===== config.mk =====
export PLATFORM = sky130hd
export DESIGN_NAME = hez_cubic
export DESIGN_NICKNAME = d
export VERILOG_FILES = /design/src/rtl/core/hez_pkg.sv /design/src/rtl/core/hez_cubic.sv
export SDC_FILE = /design/constraint.sdc
export NUM_CORES = 2
export LEC_CHECK = 0
export BUFFER_PORTS_ARGS = -buffer_cell sky130_fd_sc_hd__buf_2
export CORE_UTILIZATION = 58
export CTS_BUF_LIST = sky130_fd_sc_hd__clkbuf_4 sky130_fd_sc_hd__clkbuf_8
export DETAILED_ROUTE_END_ITERATION = 8
export GPL_ROUTABILITY_DRIVEN = 0
export PLACE_DENSITY = 0.8
export SKIP_CTS_REPAIR_TIMING = 1
export SYNTH_ARGS = -nofsm -noshare
export SYNTH_HDL_FRONTEND = slang
export SYNTH_SLANG_ARGS = --single-unit
export TNS_END_PERCENT = 10

===== constraint.sdc =====
create_clock -name clk -period 8 [get_ports clk]
set_clock_uncertainty 0.2 [all_clocks]
set_input_delay 1.2 -clock clk [delete_from_list [all_inputs] [get_ports clk]]
set_output_delay 1.2 -clock clk [all_outputs]
set_load 0.02 [all_outputs]

===== src/rtl/core/hez_pkg.sv =====
// Shared widths, constants, item types and helpers for the Hermite edge zero-crossing pipeline.
// No dependencies; every other file of the block imports this package.
package hez_pkg;

	localparam int FRAC_BITS    = 16;
	localparam int BISECT_STEPS = 10;
	localparam int INW          = 24;
	localparam int SW           = FRAC_BITS + 1;
	localparam int AW           = INW + 3;
	localparam int BW           = INW + 4;
	localparam int VW           = INW + 8;
	localparam int OUTW         = 17;
	localparam int PRODW        = 2 * INW;
	localparam int DISCW        = 2 * BW;
	localparam int NSQ          = DISCW / 2;
	localparam int RTW          = NSQ;
	localparam int NUMW         = BW + 2;
	localparam int MW           = NUMW - 1 + FRAC_BITS;
	localparam int CMPW         = NUMW - 1 + SW;

	localparam logic [SW-1:0]   ONE      = {1'b1, {FRAC_BITS{1'b0}}};
	localparam logic [OUTW-1:0] HALF_POS = OUTW'(32768);

	typedef struct packed {
		logic signed [AW-1:0]  a;
		logic signed [BW-1:0]  b;
		logic signed [INW-1:0] c;
		logic signed [INW-1:0] d;
	} coef_t;

	typedef struct packed {
		coef_t coef;
		logic  cand;
		logic  eq;
	} side_t;

	typedef struct packed {
		logic [SW-1:0]        sl;
		logic [SW-1:0]        sr;
		logic signed [VW-1:0] vsl;
		logic                 mid;
		logic                 eq;
	} ctx_t;

	// True when p is nonzero and q is zero or of the opposite sign.
	function automatic logic opposite(logic signed [VW-1:0] p, logic signed [VW-1:0] q);
		return ((p < 0) && (q >= 0)) || ((p > 0) && (q <= 0));
	endfunction

endpackage


===== src/rtl/core/hez_cubic.sv =====
// Three-stage evaluation of the Hermite cubic at one position, with floor rounding per product.
// Depends on hez_pkg.
module hez_cubic import hez_pkg::*; (
	input  logic                 clk,
	input  logic                 arst_n,
	input  logic                 in_vld,
	input  coef_t                coef_in,
	input  logic [SW-1:0]        s_in,
	input  ctx_t                 ctx_in,
	output logic                 out_vld,
	output coef_t                coef_out,
	output logic [SW-1:0]        s_out,
	output ctx_t                 ctx_out,
	output logic signed [VW-1:0] value
);

	localparam int PW1 = AW + SW + 1;
	localparam int PW2 = VW + SW + 1;

	logic                  vld_s1, vld_s2, vld_s3;
	coef_t                 coef_s1, coef_s2, coef_s3;
	ctx_t                  ctx_s1, ctx_s2, ctx_s3;
	logic [SW-1:0]         s_s1, s_s2, s_s3;
	logic signed [PW1-1:0] p1_s1;
	logic signed [PW2-1:0] p2_s2, p3_s3;
	logic signed [VW-1:0]  t1, t2;

	assign t1 = VW'(p1_s1 >>> FRAC_BITS) + VW'(coef_s1.b);
	assign t2 = VW'(p2_s2 >>> FRAC_BITS) + VW'(coef_s2.c);

	always_ff @(posedge clk or negedge arst_n) begin
		if (!arst_n) begin
			vld_s1 <= 1'b0;
			vld_s2 <= 1'b0;
			vld_s3 <= 1'b0;
		end else begin
			vld_s1 <= in_vld;
			vld_s2 <= vld_s1;
			vld_s3 <= vld_s2;
		end
	end

	always_ff @(posedge clk) begin
		coef_s1 <= coef_in;
		ctx_s1  <= ctx_in;
		s_s1    <= s_in;
		p1_s1   <= PW1'(coef_in.a) * signed'(PW1'(s_in));
		coef_s2 <= coef_s1;
		ctx_s2  <= ctx_s1;
		s_s2    <= s_s1;
		p2_s2   <= PW2'(t1) * signed'(PW2'(s_s1));
		coef_s3 <= coef_s2;
		ctx_s3  <= ctx_s2;
		s_s3    <= s_s2;
		p3_s3   <= PW2'(t2) * signed'(PW2'(s_s2));
	end

	assign out_vld  = vld_s3;
	assign coef_out = coef_s3;
	assign s_out    = s_s3;
	assign ctx_out  = ctx_s3;
	assign value    = VW'(p3_s3 >>> FRAC_BITS) + VW'(coef_s3.d);

endmodule


Word-level counts from Yosys, hierarchy flattened
Cells that the tools add are included.
{ "classes": {"addsub": 3, "n_mul": 3} }
{ "ops": {"columns": ["cell", "count"], "rows": [
  ["adder 32 x 24 -> 32 bit", 2],
  ["multiplier 30 x 18 -> 48 bit", 1],
  ["multiplier 32 x 18 -> 48 bit", 1],
  ["multiplier 27 x 18 -> 45 bit", 1],
  ["adder 29 x 28 -> 30 bit", 1]
]} }
{ "totals": {"reg_bits": 708, "input_bits": 191, "output_inout_bits": 221, "elab_cells": 42} }

Logic depth before layout (Yosys ltp)
{ "depth": {"word_depth": 2, "depth_mapped": 38, "mapped_depth_nobuf": 37} }

Least setup slack after synthesis
No wires, ideal clock.
{ "synth_path": {"path_type": "reg-to-reg", "from": "register coef_s2[24] in the netlist's numbering", "to": "register p3_s3[47]", "setup_time_ns": 0.121, "arrival_ns": 8.216, "path_slack_ns": -0.537, "path_stages_with_launch": 35, "path_buffers": 1, "path_cell_list": "dfxtp_1 -> ha_1 -> fa_1 -> a21oi_1 -> nor2_1 -> o31a_1 -> o32ai_4 -> o21a_1 -> o21ai_1 -> a21o_1 -> a21oi_1 -> xnor2_1 -> buf_2 -> nand2_1 -> fa_1 -> fa_1 -> fa_1 -> inv_1 -> fa_1 -> fa_1 -> inv_1 -> fa_1 -> inv_1 -> ha_1 -> and3_1 -> o211ai_1 -> a2111oi_2 -> nor4_1 -> o21a_1 -> a31o_2 -> o32ai_2 -> nor3_1 -> o21bai_1 -> xnor2_1 -> xnor2_1"} }
{ "synth_between": {"elab_chain_len": 2} }
{ "synth_lines": {"columns": ["element", "line", "rtl"], "rows": [
  ["start, declared", "hez_cubic.sv:21", "coef_t coef_s1, coef_s2, coef_s3;"],
  ["start signal, assigned", "hez_cubic.sv:48", "coef_s2 <= coef_s1;"],
  ["adder 32 x 24 -> 32 bit", "hez_cubic.sv:29", "assign t2 = VW'(p2_s2 >>> FRAC_BITS) + VW'(coef_s2.c);"],
  ["multiplier 32 x 18 -> 48 bit", "hez_cubic.sv:55", "p3_s3 <= PW2'(t2) * signed'(PW2'(s_s2));"],
  ["end signal, assigned", "hez_cubic.sv:55", null],
  ["end, declared", "hez_cubic.sv:25", "logic signed [PW2-1:0] p2_s2, p3_s3;"]
]} }
No other way between the ends.

Worst setup path after layout
{ "layout_path": {"from": "register p2_s2[16]", "to": "register p3_s3[47]"} }
{ "layout_between": {"elab_chain_len": 2} }
{ "layout_lines": {"columns": ["element", "line", "rtl"], "rows": [
  ["start, declared", "hez_cubic.sv:25", null],
  ["start signal, assigned", "hez_cubic.sv:51", "p2_s2 <= PW2'(t1) * signed'(PW2'(s_s1));"],
  ["adder 32 x 24 -> 32 bit", "hez_cubic.sv:29", null],
  ["multiplier 32 x 18 -> 48 bit", "hez_cubic.sv:55", null]
]} }
No other way between the ends.

==> results.sh <==
export IMPL_ios=412
export IMPL_r2r_slack_ns=-0.61
export IMPL_layout_common_cells="inv_1, fa_1, nand2_1, and2_1, dfxtp_1"
export IMPL_drv_slew=0
export IMPL_dp_cells=9036
export IMPL_core_area_um2=116000
export IMPL_crit_buf_inv=7
export IMPL_fin_nets=9690
export IMPL_hpwl_um=133100
export IMPL_start_kind="flip-flop"
export IMPL_hold_viol=0
export IMPL_grt_max_degree=32
export IMPL_portBuffers=411
export IMPL_yosysTopAreaCell="fa_1"
export IMPL_fin_crit_sh_pct=107.6
export IMPL_cpPeakStageDelay_ns=0.55
export IMPL_synth_top_cell_area_share_pct=42.56
export IMPL_status="complete, but fails checks"
export IMPL_viasPerCell=5.186
export IMPL_die_w_um=344.1
export IMPL_antenna_left=0
export IMPL_synth_nets=8850
export IMPL_grt_overflow_total=0
export IMPL_track_usage_pct=28.03
export IMPL_netlist_area_um2=67870
export IMPL_synth_distinct_cells=83
export IMPL_grt_pass1_vias=53040
export IMPL_syn2layout_area_growth_pct=15.62
export IMPL_relSlewSlack_pct=17.34
export IMPL_rsz0062_at_grt="true"
export IMPL_final_setup_viol_count=33
export IMPL_worstSetupPathType="flip-flop to flip-flop"
export IMPL_dr_first_iter_drc_count=2830
export IMPL_async_reset_ff_share_pct=0.4545
export IMPL_cp_num_cells=34
export IMPL_yosysSeqAreaShare_pct=19.49
export IMPL_worst_path_max_delay_cell="fa_1"
export IMPL_dr_pass1_iters=5
export IMPL_htree_levels=3
export IMPL_cts_clk_slew_worst_paths_ns=0.06
export IMPL_fin_cells=9255
export IMPL_die_h_um=344.1
export IMPL_yosysWarnings=0
export IMPL_numCtsBuffers=106
export IMPL_ys_ff_latch=660
export IMPL_grt_pass1_wl_um=261500
export IMPL_synth_ff_type="dfxtp_1"
export IMPL_grt_antenna_before_repair=6
export IMPL_cp_required_ns=8.56
export IMPL_worstMarginPinSlew_ns=1.231
export IMPL_drc=0
export IMPL_dieArea_um2=118400
export IMPL_cts_buffer_depth=3
export IMPL_crit_path_max_fanout=9
export IMPL_cts_tree="built"
export IMPL_synthCells=6799
export IMPL_rows=125
export IMPL_final_common_cell="inv_1"
export IMPL_initial_core_util_pct=58.49
export IMPL_crit_path_end="p3_s3[47]"
export IMPL_cp_common_cell="fa_1"
export IMPL_clkSinkCount=660
export IMPL_synthesis_area_per_instance_um2=9.983
export IMPL_crit_path_start="p2_s2[16]"
export IMPL_cap_violations=0
export IMPL_drive_gt1_share_pct=17.18
export IMPL_r2r_start="p2_s2[16]"
export IMPL_clock_latency_ns=0.86
export IMPL_max_freq_ghz=0.1161
export IMPL_routed_wl_um=162500
export IMPL_top_usage_layer="met2"
export IMPL_synth_area_top_cells="fa_1, dfxtp_1, inv_1"
export IMPL_violations="negative setup slack"
export IMPL_met2_usage_pct=49.41
export IMPL_wl_per_cell_um=17.55
export IMPL_crit_family="adder cells"
export IMPL_met3_usage_pct=5.908
export IMPL_postLayoutSetupSlackWorst_ns=-0.6106
export IMPL_worstRegToRegCells=34
export IMPL_end_kind="flip-flop"
export IMPL_gr_usage_met1_pct=33.60
export IMPL_crit_arrival_ns=9.17
export IMPL_cts_root_buffer="clkbuf_8"
export IMPL_period_needed_ns=8.611
export IMPL_reg2reg_to="p3_s3[47]"
export IMPL_vias=48000
export IMPL_hold_path_class="flip-flop to flip-flop"
export IMPL_synth_edff_count=0
-- worst reg2reg max path: cells and delay by family (launching register included) --
family | cells | cell delay [ns]
flops | 1 | 0.33
compound gates | 10 | 2.53
xor+xnor | 3 | 0.40
simple gates | 5 | 0.55
fa+ha+maj | 9 | 3.88
buf+inv | 7 | 0.63
-- layer usage --
layer	share of wire, %	routed length (um)
met2	50	81710
met3	8.3	13480
met4	3.7	6058
met1	38	61210
met5	0	0
-- worst min-delay path by stage --
stage               slack, ns        from     endpoint  cells after the start
floorplan                0.11  coef_s2[0]  coef_out[0]                      0
global placement         0.11   ctx_s2[3]   ctx_out[3]                      0
detailed placement       0.11  coef_s2[1]  coef_out[1]                      0
CTS                     -0.11      arst_n       vld_s1                      1
global route             0.07  ctx_s1[50]   ctx_s2[50]                      0
finish                   0.09  ctx_s1[61]   ctx_s2[61]                      0
-- synth_stat cells (11+ instances only) --
| library cell | number |
|---|---|
| a21o_1 | 66 |
| ha_1 | 417 |
| a31oi_1 | 16 |
| nand2b_1 | 31 |
| nand3_1 | 31 |
| fa_1 | 1443 |
| and2_1 | 688 |
| o21bai_1 | 16 |
| nor3_1 | 28 |
| clkbuf_1 | 227 |
| and3_1 | 24 |
| dfxtp_1 | 657 |
| nand4_1 | 11 |
| nand2_1 | 825 |
| inv_1 | 1650 |
| nor2b_1 | 52 |
| nor2_1 | 82 |
| xor2_1 | 44 |
| xnor2_1 | 148 |
| o21a_1 | 35 |
| o21ai_0 | 57 |
| a21oi_1 | 111 |
-- flip-flops by register name, indices dropped and copies added, names as in the netlist --
| register | flops |
|---|---|
| ctx_out | 68 |
| coef_out | 103 |
| p2_s2 | 32 |
| p3_s3 | 32 |
| vld_s1 | 1 |
| p1_s1 | 29 |
| ctx_s2 | 68 |
| s_out | 17 |
| coef_s1 | 103 |
| ctx_s1 | 68 |
| s_s1 | 17 |
| coef_s2 | 103 |
| s_s2 | 17 |
| vld_s2 | 1 |
| out_vld | 1 |
-- per-stage QoR --
stage | instance area, um2 | hold WS, ns | setup TNS, ns | utilization, % | setup slack (ns)
floorplan | 68000 | 0.1096 | -0.2910 | - | -0.08678
global placement | 75140 | 0.1096 | -8.043 | 64.74 | -0.5411
detailed placement | 75140 | 0.1121 | -14.18 | 64.74 | -0.7124
CTS | 77680 | -0.1074 | -17.44 | 66.94 | -0.8083
global route | 78480 | 0.07185 | -21.38 | 67.62 | -0.9370
finish | 78480 | 0.08674 | -8.831 | 67.62 | -0.6106
-- logic make-up (layout without fill, tap and decap cells) --
kind of cell,count (synthesis),after routing,synth area share (%)
buffers and inverters,1890,2815,10.50
adder cells (fa/ha/maj),1860,1860,50.25
AND/OR/NAND/NOR,1803,1803,13.25
flip-flops,660,660,19.49
AO/OA/AOI/OAI,393,393,4.004
XOR/XNOR,193,193,2.502
other,0,7,0
-- cell type report --
class	count	area [um2]
Fill cell	8473	37570
Clock buffer	147	1923
Multi-Input combinational cell	4249	48250
Antenna cell	7	17.52
Tap cell	1524	1907
Sequential cell	660	13240
Timing Repair Buffer	972	6335
Clock inverter	46	619.3
Inverter	1650	6193
Power is not shown: default switching activity piles up to over one toggle a cycle in this logic, so the estimate is an artifact.
