[config.mk]
export PLATFORM = sky130hd
export DESIGN_NAME = hez_bisect
export DESIGN_NICKNAME = d
export VERILOG_FILES = /design/src/rtl/core/hez_pkg.sv /design/src/rtl/core/hez_cubic.sv /design/src/rtl/core/hez_bisect.sv
export SDC_FILE = /design/constraint.sdc
export NUM_CORES = 2
export LEC_CHECK = 0
export BUFFER_PORTS_ARGS = -buffer_cell sky130_fd_sc_hd__buf_4
export CAP_MARGIN = 20
export CORE_MARGIN = 5
export CORE_UTILIZATION = 69
export DETAILED_ROUTE_END_ITERATION = 7
export PLACE_DENSITY = 0.94
export SYNTH_ARGS = -nofsm -noshare
export SYNTH_HDL_FRONTEND = slang
export SYNTH_HIERARCHICAL = 1
export SYNTH_SLANG_ARGS = --single-unit
[constraint.sdc]
create_clock -name clk -period 13.5 [get_ports clk]
set_input_delay 1.35 -clock clk [delete_from_list [all_inputs] [get_ports clk]]
set_output_delay 1.35 -clock clk [all_outputs]
set_load 0.02 [all_outputs]
[src/rtl/core/hez_pkg.sv]
// Shared widths, constants, item types and helpers for the Hermite edge zero-crossing pipeline.
// No dependencies; every other file of the block imports this package.
package hez_pkg;

	localparam int FRAC_BITS    = 16;
	localparam int BISECT_STEPS = 10;
	localparam int INW          = 24;
	localparam int SW           = FRAC_BITS + 1;
	localparam int AW           = INW + 3;
	localparam int BW           = INW + 4;
	localparam int VW           = INW + 8;
	localparam int OUTW         = 17;
	localparam int PRODW        = 2 * INW;
	localparam int DISCW        = 2 * BW;
	localparam int NSQ          = DISCW / 2;
	localparam int RTW          = NSQ;
	localparam int NUMW         = BW + 2;
	localparam int MW           = NUMW - 1 + FRAC_BITS;
	localparam int CMPW         = NUMW - 1 + SW;

	localparam logic [SW-1:0]   ONE      = {1'b1, {FRAC_BITS{1'b0}}};
	localparam logic [OUTW-1:0] HALF_POS = OUTW'(32768);

	typedef struct packed {
		logic signed [AW-1:0]  a;
		logic signed [BW-1:0]  b;
		logic signed [INW-1:0] c;
		logic signed [INW-1:0] d;
	} coef_t;

	typedef struct packed {
		coef_t coef;
		logic  cand;
		logic  eq;
	} side_t;

	typedef struct packed {
		logic [SW-1:0]        sl;
		logic [SW-1:0]        sr;
		logic signed [VW-1:0] vsl;
		logic                 mid;
		logic                 eq;
	} ctx_t;

	// True when p is nonzero and q is zero or of the opposite sign.
	function automatic logic opposite(logic signed [VW-1:0] p, logic signed [VW-1:0] q);
		return ((p < 0) && (q >= 0)) || ((p > 0) && (q <= 0));
	endfunction

endpackage

[src/rtl/core/hez_cubic.sv]
// Three-stage evaluation of the Hermite cubic at one position, with floor rounding per product.
// Depends on hez_pkg.
module hez_cubic import hez_pkg::*; (
	input  logic                 clk,
	input  logic                 arst_n,
	input  logic                 in_vld,
	input  coef_t                coef_in,
	input  logic [SW-1:0]        s_in,
	input  ctx_t                 ctx_in,
	output logic                 out_vld,
	output coef_t                coef_out,
	output logic [SW-1:0]        s_out,
	output ctx_t                 ctx_out,
	output logic signed [VW-1:0] value
);

	localparam int PW1 = AW + SW + 1;
	localparam int PW2 = VW + SW + 1;

	logic                  vld_s1, vld_s2, vld_s3;
	coef_t                 coef_s1, coef_s2, coef_s3;
	ctx_t                  ctx_s1, ctx_s2, ctx_s3;
	logic [SW-1:0]         s_s1, s_s2, s_s3;
	logic signed [PW1-1:0] p1_s1;
	logic signed [PW2-1:0] p2_s2, p3_s3;
	logic signed [VW-1:0]  t1, t2;

	assign t1 = VW'(p1_s1 >>> FRAC_BITS) + VW'(coef_s1.b);
	assign t2 = VW'(p2_s2 >>> FRAC_BITS) + VW'(coef_s2.c);

	always_ff @(posedge clk or negedge arst_n) begin
		if (!arst_n) begin
			vld_s1 <= 1'b0;
			vld_s2 <= 1'b0;
			vld_s3 <= 1'b0;
		end else begin
			vld_s1 <= in_vld;
			vld_s2 <= vld_s1;
			vld_s3 <= vld_s2;
		end
	end

	always_ff @(posedge clk) begin
		coef_s1 <= coef_in;
		ctx_s1  <= ctx_in;
		s_s1    <= s_in;
		p1_s1   <= PW1'(coef_in.a) * signed'(PW1'(s_in));
		coef_s2 <= coef_s1;
		ctx_s2  <= ctx_s1;
		s_s2    <= s_s1;
		p2_s2   <= PW2'(t1) * signed'(PW2'(s_s1));
		coef_s3 <= coef_s2;
		ctx_s3  <= ctx_s2;
		s_s3    <= s_s2;
		p3_s3   <= PW2'(t2) * signed'(PW2'(s_s2));
	end

	assign out_vld  = vld_s3;
	assign coef_out = coef_s3;
	assign s_out    = s_s3;
	assign ctx_out  = ctx_s3;
	assign value    = VW'(p3_s3 >>> FRAC_BITS) + VW'(coef_s3.d);

endmodule

[src/rtl/core/hez_bisect.sv]
// One bisection step: midpoint, cubic evaluation and interval update, four stages.
// Depends on hez_pkg and hez_cubic.
module hez_bisect import hez_pkg::*; (
	input  logic  clk,
	input  logic  arst_n,
	input  logic  in_vld,
	input  coef_t coef_in,
	input  ctx_t  ctx_in,
	output logic  out_vld,
	output coef_t coef_out,
	output ctx_t  ctx_out
);

	logic [SW:0]          sum;
	logic                 vld_c;
	coef_t                coef_c;
	logic [SW-1:0]        sm_c;
	ctx_t                 ctx_c;
	logic signed [VW-1:0] vm;
	logic                 vld_s4;
	coef_t                coef_s4;
	ctx_t                 ctx_s4;

	assign sum = {1'b0, ctx_in.sl} + {1'b0, ctx_in.sr};

	hez_cubic u_cubic (
		.clk      (clk),
		.arst_n   (arst_n),
		.in_vld   (in_vld),
		.coef_in  (coef_in),
		.s_in     (sum[SW:1]),
		.ctx_in   (ctx_in),
		.out_vld  (vld_c),
		.coef_out (coef_c),
		.s_out    (sm_c),
		.ctx_out  (ctx_c),
		.value    (vm)
	);

	always_ff @(posedge clk or negedge arst_n) begin
		if (!arst_n) begin
			vld_s4 <= 1'b0;
		end else begin
			vld_s4 <= vld_c;
		end
	end

	always_ff @(posedge clk) begin
		coef_s4    <= coef_c;
		ctx_s4.mid <= ctx_c.mid;
		ctx_s4.eq  <= ctx_c.eq;
		if (opposite(ctx_c.vsl, vm)) begin
			ctx_s4.sl  <= ctx_c.sl;
			ctx_s4.vsl <= ctx_c.vsl;
			ctx_s4.sr  <= sm_c;
		end else begin
			ctx_s4.sl  <= sm_c;
			ctx_s4.vsl <= vm;
			ctx_s4.sr  <= ctx_c.sr;
		end
	end

	assign out_vld  = vld_s4;
	assign coef_out = coef_s4;
	assign ctx_out  = ctx_s4;

endmodule
# == After elaboration in Yosys (flattened, before gate mapping) ==
# Cells that the tools add are included.
# totals
register_bits,880
latch_bits,0
ram_bits,0
mem_bits_ro,0
in_bits,174
output_inout_bits,172
elab_cells,61
n_memories,0
# op_classes
n_addsub,4
multipliers,3
n_div,0
magnitude_cmp,4
eq_ne,0
shifts,0
mux,1
n_bitwise,0
n_reduce_logical,3
# ops
cell,n
$mux 66,1
$add 32x24->32,2
$mul 30x18->48,1
$mul 32x18->48,1
$mul 27x18->45,1
$ge 32x1->1 const B,1
$gt 32x1->1 const B,1
$le 32x1->1 const B,1
$lt 32x1->1 const B,1
$add 29x28->30,1
$add 17x17->18,1
$logic_and 1x1->1,2
$logic_or 1x1->1,1

# == Logic depth before layout (Yosys ltp) ==
# depth
word_depth,5
mapped_depth,38
ltp_nobuf,36

# == Modules after synthesis ==
# Netlist, hierarchy kept.
# modules_own_cells
mod,n_inst,cells_each,area_each_um2,seq_area_each_um2
hez_cubic,1,7114,69360.3,13227.7
hez_bisect,1,387,5292.6,3448.3

# == Worst setup path before layout ==
# No wires, ideal clock.
# synth_path
kind,input-to-reg
from,input ctx_in[40] in the netlist's numbering
to,register u_cubic.p1_s1[44]
arrival_ps,8903
t_required_ps,13371
setup_slack_ps,4467
path_stages,31
n_path_buf,2
cell_sequence,ha_1 > a21o_1 > a221oi_2 > a21bo_2 > nand2b_1 > a2111oi_0 > clkbuf_1 > clkbuf_1 > nand2_1 > fa_1 > inv_1 > fa_1 > inv_1 > fa_1 > inv_1 > fa_1 > inv_1 > fa_1 > inv_1 > fa_1 > ha_1 > a21oi_1 > nand2_1 > a211o_1 > a21o_1 > o211ai_1 > a21oi_1 > o31a_1 > o31a_1 > o41ai_1 > xnor2_1
# synth_via
elab_chain_cells,2
# synth_lines
element,line,source
from (decl),hez_bisect.sv:8,"input ctx_t ctx_in,"
$add 17x17->18,hez_bisect.sv:24,"assign sum = {1'b0, ctx_in.sl} + {1'b0, ctx_in.sr};"
named net sum[11],hez_bisect.sv:14,logic [SW:0] sum;
$mul 27x18->45,hez_cubic.sv:47,p1_s1 <= PW1'(coef_in.a) * signed'(PW1'(s_in));
to (signal assigned),hez_cubic.sv:47,
to (decl),hez_cubic.sv:24,logic signed [PW1-1:0] p1_s1;
# The timed path passes the listed nets, and every way through them passes these cells.

# == Final worst setup path ==
# layout_path
from,register u_cubic/coef_s2[25] in the netlist's numbering
to,register u_cubic.p3_s3[47]
# layout_via
elab_chain_cells,2
# layout_lines
element,line,source
from (decl),hez_cubic.sv:21,"coef_t coef_s1, coef_s2, coef_s3;"
from (signal assigned),hez_cubic.sv:48,coef_s2 <= coef_s1;
$add 32x24->32,hez_cubic.sv:29,assign t2 = VW'(p2_s2 >>> FRAC_BITS) + VW'(coef_s2.c);
$mul 32x18->48,hez_cubic.sv:55,p3_s3 <= PW2'(t2) * signed'(PW2'(s_s2));
to (signal assigned),hez_cubic.sv:55,
to (decl),hez_cubic.sv:25,"logic signed [PW2-1:0] p2_s2, p3_s3;"
# Every way passes these cells.

==> impl_results.html <==
<table>
<tr><th>Metric</th><th>Value</th></tr>
<tr><th colspan="2">Route</th></tr>
<tr><td>Initial DRC count</td><td>about 7600</td></tr>
<tr><td>TritonRoute pass-1 iters</td><td>8</td></tr>
<tr><td>Sum of met3 wire segment lengths after detailed routing</td><td>between 30 and 40 mm</td></tr>
<tr><td>Vias after detailed routing</td><td>between 50000 and 60000</td></tr>
<tr><td>Highest metal used</td><td>met5</td></tr>
<tr><td>Antenna Violating Nets Remaining</td><td>0</td></tr>
<tr><td>Detail-routed via count per cell</td><td>6.28</td></tr>
<tr><td>Post-detailed-route DRC marker count</td><td>between 80 and 90</td></tr>
<tr><td>Wirelength per Cell</td><td>about 25 microns</td></tr>
<tr><td>Final wirelength</td><td>roughly 230 mm</td></tr>
<tr><td>Metal-1 WL</td><td>70.4 mm</td></tr>
<tr><td>Detail Route met2 WL</td><td>106 mm</td></tr>
<tr><th colspan="2">Clock network</th></tr>
<tr><td>Clock latency at the later pin of the worst-skew pair</td><td>between 700 and 800 ps</td></tr>
<tr><td>Deepest clock path buffer count</td><td>3</td></tr>
<tr><td>Number of buffers inserted to repair setup after CTS</td><td>0</td></tr>
<tr><td>Clock tree from TritonCTS</td><td>yes</td></tr>
<tr><td>Clk root buf</td><td>sky130_fd_sc_hd__clkbuf_16</td></tr>
<tr><td>Num CTS Buffers</td><td>83</td></tr>
<tr><td>Maximum level of the CTS H-tree</td><td>3</td></tr>
<tr><td>TritonCTS Sinks</td><td>around 830</td></tr>
<tr><td>Quantity of gates resized following cts</td><td>0</td></tr>
<tr><td>Worst-path clk slew</td><td>70 ps</td></tr>
<tr><td>Number of hold buffers added after cts</td><td>0</td></tr>
<tr><th colspan="2">Yosys</th></tr>
<tr><td>Cell taking the most area after synthesis</td><td>sky130_fd_sc_hd__fa_1</td></tr>
<tr><td>Number of distinct library cells after synthesis</td><td>84</td></tr>
<tr><td>Cell types occupying the most area after synthesis</td><td>sky130_fd_sc_hd__fa_1, sky130_fd_sc_hd__dfxtp_1, sky130_fd_sc_hd__inv_1</td></tr>
<tr><td>Count of flip-flops with a built-in enable after synthesis</td><td>0</td></tr>
<tr><td>Share of the yosys chip area belonging to registers</td><td>0.223</td></tr>
<tr><td>Synthesized net count</td><td>9552</td></tr>
<tr><td>Most instantiated flip-flop cell in the synthesis netlist</td><td>sky130_fd_sc_hd__dfxtp_1</td></tr>
<tr><td>Warnings from Yosys</td><td>6</td></tr>
<tr><td>Gate Count Post-Synth</td><td>between 7000 and 8000</td></tr>
<tr><td>Average size of a mapped cell</td><td>roughly 10 sq um</td></tr>
<tr><td>Fraction of synthesized cell area taken by the top area cell type</td><td>0.387</td></tr>
<tr><td>Number of synthesized register bits</td><td>around 830</td></tr>
<tr><td>Proportion of register bits with asynchronous set or reset after synthesis</td><td>0.00481</td></tr>
<tr><td>Netlist area before placement</td><td>about 75000 sq um</td></tr>
<tr><th colspan="2">Critical path</th></tr>
<tr><td>Highest fanout seen on the critical path</td><td>17</td></tr>
<tr><td>Cell count of the worst reg-to-reg path</td><td>27</td></tr>
<tr><td>Worst reg2reg path endpoint</td><td>u_cubic/p3_s3[47]</td></tr>
<tr><td>Register-to-register setup slack</td><td>around 2300 ps</td></tr>
<tr><td>Most used cell along the critical path</td><td>sky130_fd_sc_hd__fa_1</td></tr>
<tr><td>CP max stage cell</td><td>sky130_fd_sc_hd__xor2_2</td></tr>
<tr><td>Type of element launching the critical path</td><td>flop</td></tr>
<tr><td>Reg-to-reg critical path startpoint</td><td>u_cubic/coef_s2[25]</td></tr>
<tr><td>Data arrival time of the critical path</td><td>11850 ps</td></tr>
<tr><td>Kind of capture point of the worst setup path</td><td>flop</td></tr>
<tr><td>Cell family with most CP delay</td><td>compound AO/OA/AOI/OAI gates</td></tr>
<tr><td>Slowest Stage Delay on Critical Path</td><td>roughly 1300 ps</td></tr>
<tr><td>Path type of the worst setup path</td><td>reg2reg</td></tr>
<tr><td>Buffer and inverter count on the worst path</td><td>2</td></tr>
<tr><td>Crit path required time</td><td>about 14000 ps</td></tr>
<tr><th colspan="2">GRT</th></tr>
<tr><td>Antenna violations before repair</td><td>17</td></tr>
<tr><td>Via count of the first global-routing pass</td><td>around 66000</td></tr>
<tr><td>Global-route usage over all layers</td><td>0.405</td></tr>
<tr><td>Global-route congestion overflow total</td><td>0</td></tr>
<tr><td>First-pass GRT wire length</td><td>about 360 mm</td></tr>
<tr><td>Maximum number of pins on one net before global-route repair</td><td>51</td></tr>
<tr><th colspan="2">STA</th></tr>
<tr><td>Period utilization</td><td>0.833</td></tr>
<tr><td>Worst clock skew on the final layout</td><td>82.8 ps</td></tr>
<tr><td>Final WS setup</td><td>around 2300 ps</td></tr>
<tr><td>Worst Max-Slew Pin Slew</td><td>between 1500 and 2000 ps</td></tr>
<tr><td>Number of pins exceeding their max-slew limit in the final report</td><td>21</td></tr>
<tr><td>Setup repair after global routing missed its margin</td><td>no</td></tr>
<tr><td>Count of final hold-check violations</td><td>0</td></tr>
<tr><td>Setup TNS</td><td>0 ps</td></tr>
<tr><td>Maximum frequency from static timing analysis</td><td>0.0889 GHz</td></tr>
<tr><td>Min Clock Period, post-route</td><td>11240 ps</td></tr>
<tr><td>Worst max-slew margin expressed relative to the limit</td><td>-0.105</td></tr>
<tr><td># setup viols final</td><td>0</td></tr>
<tr><th colspan="2">Final layout</th></tr>
<tr><td>Fill cell count</td><td>between 5000 and 6000</td></tr>
<tr><td>Proportion of layout cells with a drive suffix above 1</td><td>0.0940</td></tr>
<tr><td>Most common library cell in the layout ignoring fill and taps</td><td>sky130_fd_sc_hd__inv_1</td></tr>
<tr><td>Most frequent cells in the layout</td><td>sky130_fd_sc_hd__inv_1, sky130_fd_sc_hd__fa_1, sky130_fd_sc_hd__nand2_1, sky130_fd_sc_hd__dfxtp_1, sky130_fd_sc_hd__and2_1</td></tr>
<tr><td>Final Non-Filler Cells</td><td>between 9000 and 10000</td></tr>
<tr><td>Register area</td><td>16700 sq um</td></tr>
<tr><td>Synth-to-Final Area Change</td><td>9.88%</td></tr>
<tr><td>Multi-input gate area</td><td>just over 50000 sq um</td></tr>
<tr><td>NumNets Final</td><td>slightly below 10000</td></tr>
<tr><th colspan="2">Die</th></tr>
<tr><td>Number of top-level design ports</td><td>around 350</td></tr>
<tr><td>Horizontal die dimension</td><td>339 microns</td></tr>
<tr><td>Core Region</td><td>107000 sq um</td></tr>
<tr><td>Starting utilization of the core area</td><td>0.696</td></tr>
<tr><td>Core Rows</td><td>120</td></tr>
<tr><td>Chip height</td><td>339 microns</td></tr>
<tr><td>Die area</td><td>115000 sq um</td></tr>
<tr><th colspan="2">Run status</th></tr>
<tr><td>Violations in the final reports</td><td>design-rule violations, max-capacitance violations, max-slew violations</td></tr>
<tr><td>Outcome</td><td>complete, but fails checks</td></tr>
<tr><th colspan="2">Worst hold path</th></tr>
<tr><td>Classification of the worst-slack hold path</td><td>reg2reg</td></tr>
<tr><td>Hold endpoint</td><td>coef_out[59]</td></tr>
<tr><td>Cell depth of the worst hold path</td><td>0</td></tr>
<tr><td>Start point of the worst hold path</td><td>u_cubic/coef_out[59]</td></tr>
<tr><th colspan="2">Place</th></tr>
<tr><td>HPWL after detailed placement</td><td>between 150 and 200 mm</td></tr>
<tr><td>Number of buffers inserted by port buffering</td><td>around 350</td></tr>
<tr><td>Pre-CTS WS</td><td>approximately 3600 ps</td></tr>
<tr><td>Total placed cells including tap cells</td><td>a little over 9000</td></tr>
<tr><td>Weighted congestion at the end of routability-driven global placement</td><td>0.920</td></tr>
<tr><th colspan="2">Run</th></tr>
<tr><td>Number of maximum-capacitance violations</td><td>2</td></tr>
</table>
-- stage by stage --
| step | area (sq um) | hold slack (ps) | util |
|---|---|---|---|
| 2_1_floorplan | 74700 | 310 | - |
| 3_3_place_gp | 78900 | 310 | 0.736 |
| 3_5_place_dp | 78900 | 312 | 0.736 |
| 4_1_cts | 81900 | 299 | 0.764 |
| 5_1_grt | 82000 | 305 | 0.765 |
| 6_report | 82000 | 294 | 0.765 |
-- kinds of logic after synthesis --
kind of cell	share of synthesized area
AO/OA/AOI/OAI	0.0459
XOR/XNOR	0.0230
adder cells (fa/ha/maj)	0.460
buffers and inverters	0.100
flip-flops	0.223
multiplexers	0.0124
AND/OR/NAND/NOR	0.136
-- state kept, by name, summed over array words and instances (netlist names), 68 cells and up --
signal            flops
coef_out            103
ctx_out              68
u_cubic/coef_out    103
u_cubic/coef_s1     103
u_cubic/coef_s2     103
u_cubic/ctx_out      68
u_cubic/ctx_s1       68
u_cubic/ctx_s2       68
-- worst reg2reg max path, stage by stage, from the launching register on --
cell                        delay [ps]
sky130_fd_sc_hd__dfxtp_1           530
sky130_fd_sc_hd__ha_1              320
sky130_fd_sc_hd__a211oi_1          420
sky130_fd_sc_hd__o21ai_0           180
sky130_fd_sc_hd__o311a_1           170
sky130_fd_sc_hd__o31ai_2           530
sky130_fd_sc_hd__o21ai_0           270
sky130_fd_sc_hd__xor2_2           1290
sky130_fd_sc_hd__and2_1            590
sky130_fd_sc_hd__fa_1              650
sky130_fd_sc_hd__fa_1              630
sky130_fd_sc_hd__fa_1              450
sky130_fd_sc_hd__fa_1              490
sky130_fd_sc_hd__fa_1              510
sky130_fd_sc_hd__inv_1             110
sky130_fd_sc_hd__fa_1              560
sky130_fd_sc_hd__inv_1              70
sky130_fd_sc_hd__ha_1              380
sky130_fd_sc_hd__a21o_1            140
sky130_fd_sc_hd__a211o_1           220
sky130_fd_sc_hd__o22ai_1           160
sky130_fd_sc_hd__a311oi_1          380
sky130_fd_sc_hd__o211ai_1          300
sky130_fd_sc_hd__a21oi_1           720
sky130_fd_sc_hd__a21oi_1           340
sky130_fd_sc_hd__o2bb2ai_1         240
sky130_fd_sc_hd__xnor2_1           340
sky130_fd_sc_hd__xnor2_1           140
-- synth_stat cells, types with 6 or more instances --
cell type and number:
sky130_fd_sc_hd__nand3_1 56, sky130_fd_sc_hd__or4_1 10, sky130_fd_sc_hd__inv_1 1672, sky130_fd_sc_hd__a21boi_0 8, sky130_fd_sc_hd__o31a_1 7, sky130_fd_sc_hd__buf_2 8, sky130_fd_sc_hd__nor3_1 52, sky130_fd_sc_hd__clkbuf_1 278
sky130_fd_sc_hd__nand4_1 15, sky130_fd_sc_hd__o31ai_1 6, sky130_fd_sc_hd__nor4b_1 17, sky130_fd_sc_hd__nor2_1 104, sky130_fd_sc_hd__o21ai_0 103, sky130_fd_sc_hd__ha_1 433, sky130_fd_sc_hd__and4_1 6, sky130_fd_sc_hd__mux2i_1 15
sky130_fd_sc_hd__o21a_1 35, sky130_fd_sc_hd__a211o_1 9, sky130_fd_sc_hd__nor3b_1 32, sky130_fd_sc_hd__a211oi_1 21, sky130_fd_sc_hd__nand2b_1 43, sky130_fd_sc_hd__or3_1 6, sky130_fd_sc_hd__mux2_2 69, sky130_fd_sc_hd__and3_1 27
sky130_fd_sc_hd__xnor2_1 139, sky130_fd_sc_hd__a21oi_1 146, sky130_fd_sc_hd__o2111ai_1 6, sky130_fd_sc_hd__a21o_1 74, sky130_fd_sc_hd__nor2b_1 38, sky130_fd_sc_hd__fa_1 1444, sky130_fd_sc_hd__and2_1 659, sky130_fd_sc_hd__nand2_1 907
sky130_fd_sc_hd__buf_6 8, sky130_fd_sc_hd__nor4_1 25, sky130_fd_sc_hd__dfxtp_1 828, sky130_fd_sc_hd__o21bai_1 24, sky130_fd_sc_hd__nand3b_1 6, sky130_fd_sc_hd__xor2_1 57, sky130_fd_sc_hd__o211ai_1 12, sky130_fd_sc_hd__a31oi_1 15
sky130_fd_sc_hd__a41oi_1 6
-- how the worst max path moves through the flow --
| stage | from | end | cells past startpoint |
|---|---|---|---|
| floorplan | ctx_in[40] | u_cubic/p1_s1[44] | 31 |
| global placement | ctx_in[36] | u_cubic/p1_s1[44] | 31 |
| detailed placement | u_cubic/coef_s2[24] | u_cubic/p3_s3[47] | 35 |
| CTS | u_cubic/coef_s2[24] | u_cubic/p3_s3[47] | 32 |
| global route | u_cubic/coef_s2[25] | u_cubic/p3_s3[47] | 27 |
| finish | u_cubic/coef_s2[25] | u_cubic/p3_s3[47] | 27 |
-- routing by layer --
layer	GRT usage	up-vias
met3	0.176	2171
met2	0.634	5272
met4	0.311	23
met5	0.00958	-
li1	-	22700
met1	0.432	27700
-- area by class of cell --
| cell class | count | area share |
|---|---|---|
| Timing Repair Buffer | 447 | 0.0417 |
| Multi-Input combinational cell | 4700 | 0.620 |
| Antenna cell | 13 | 0.000397 |
| Inverter | 1672 | 0.0765 |
| Tap cell | 1403 | 0.0214 |
| Sequential cell | 832 | 0.203 |
| Clock inverter | 49 | 0.00903 |
| Clock buffer | 102 | 0.0277 |
Power is not shown: default switching activity piles up to over one toggle a cycle in this logic, so the estimate is an artifact.
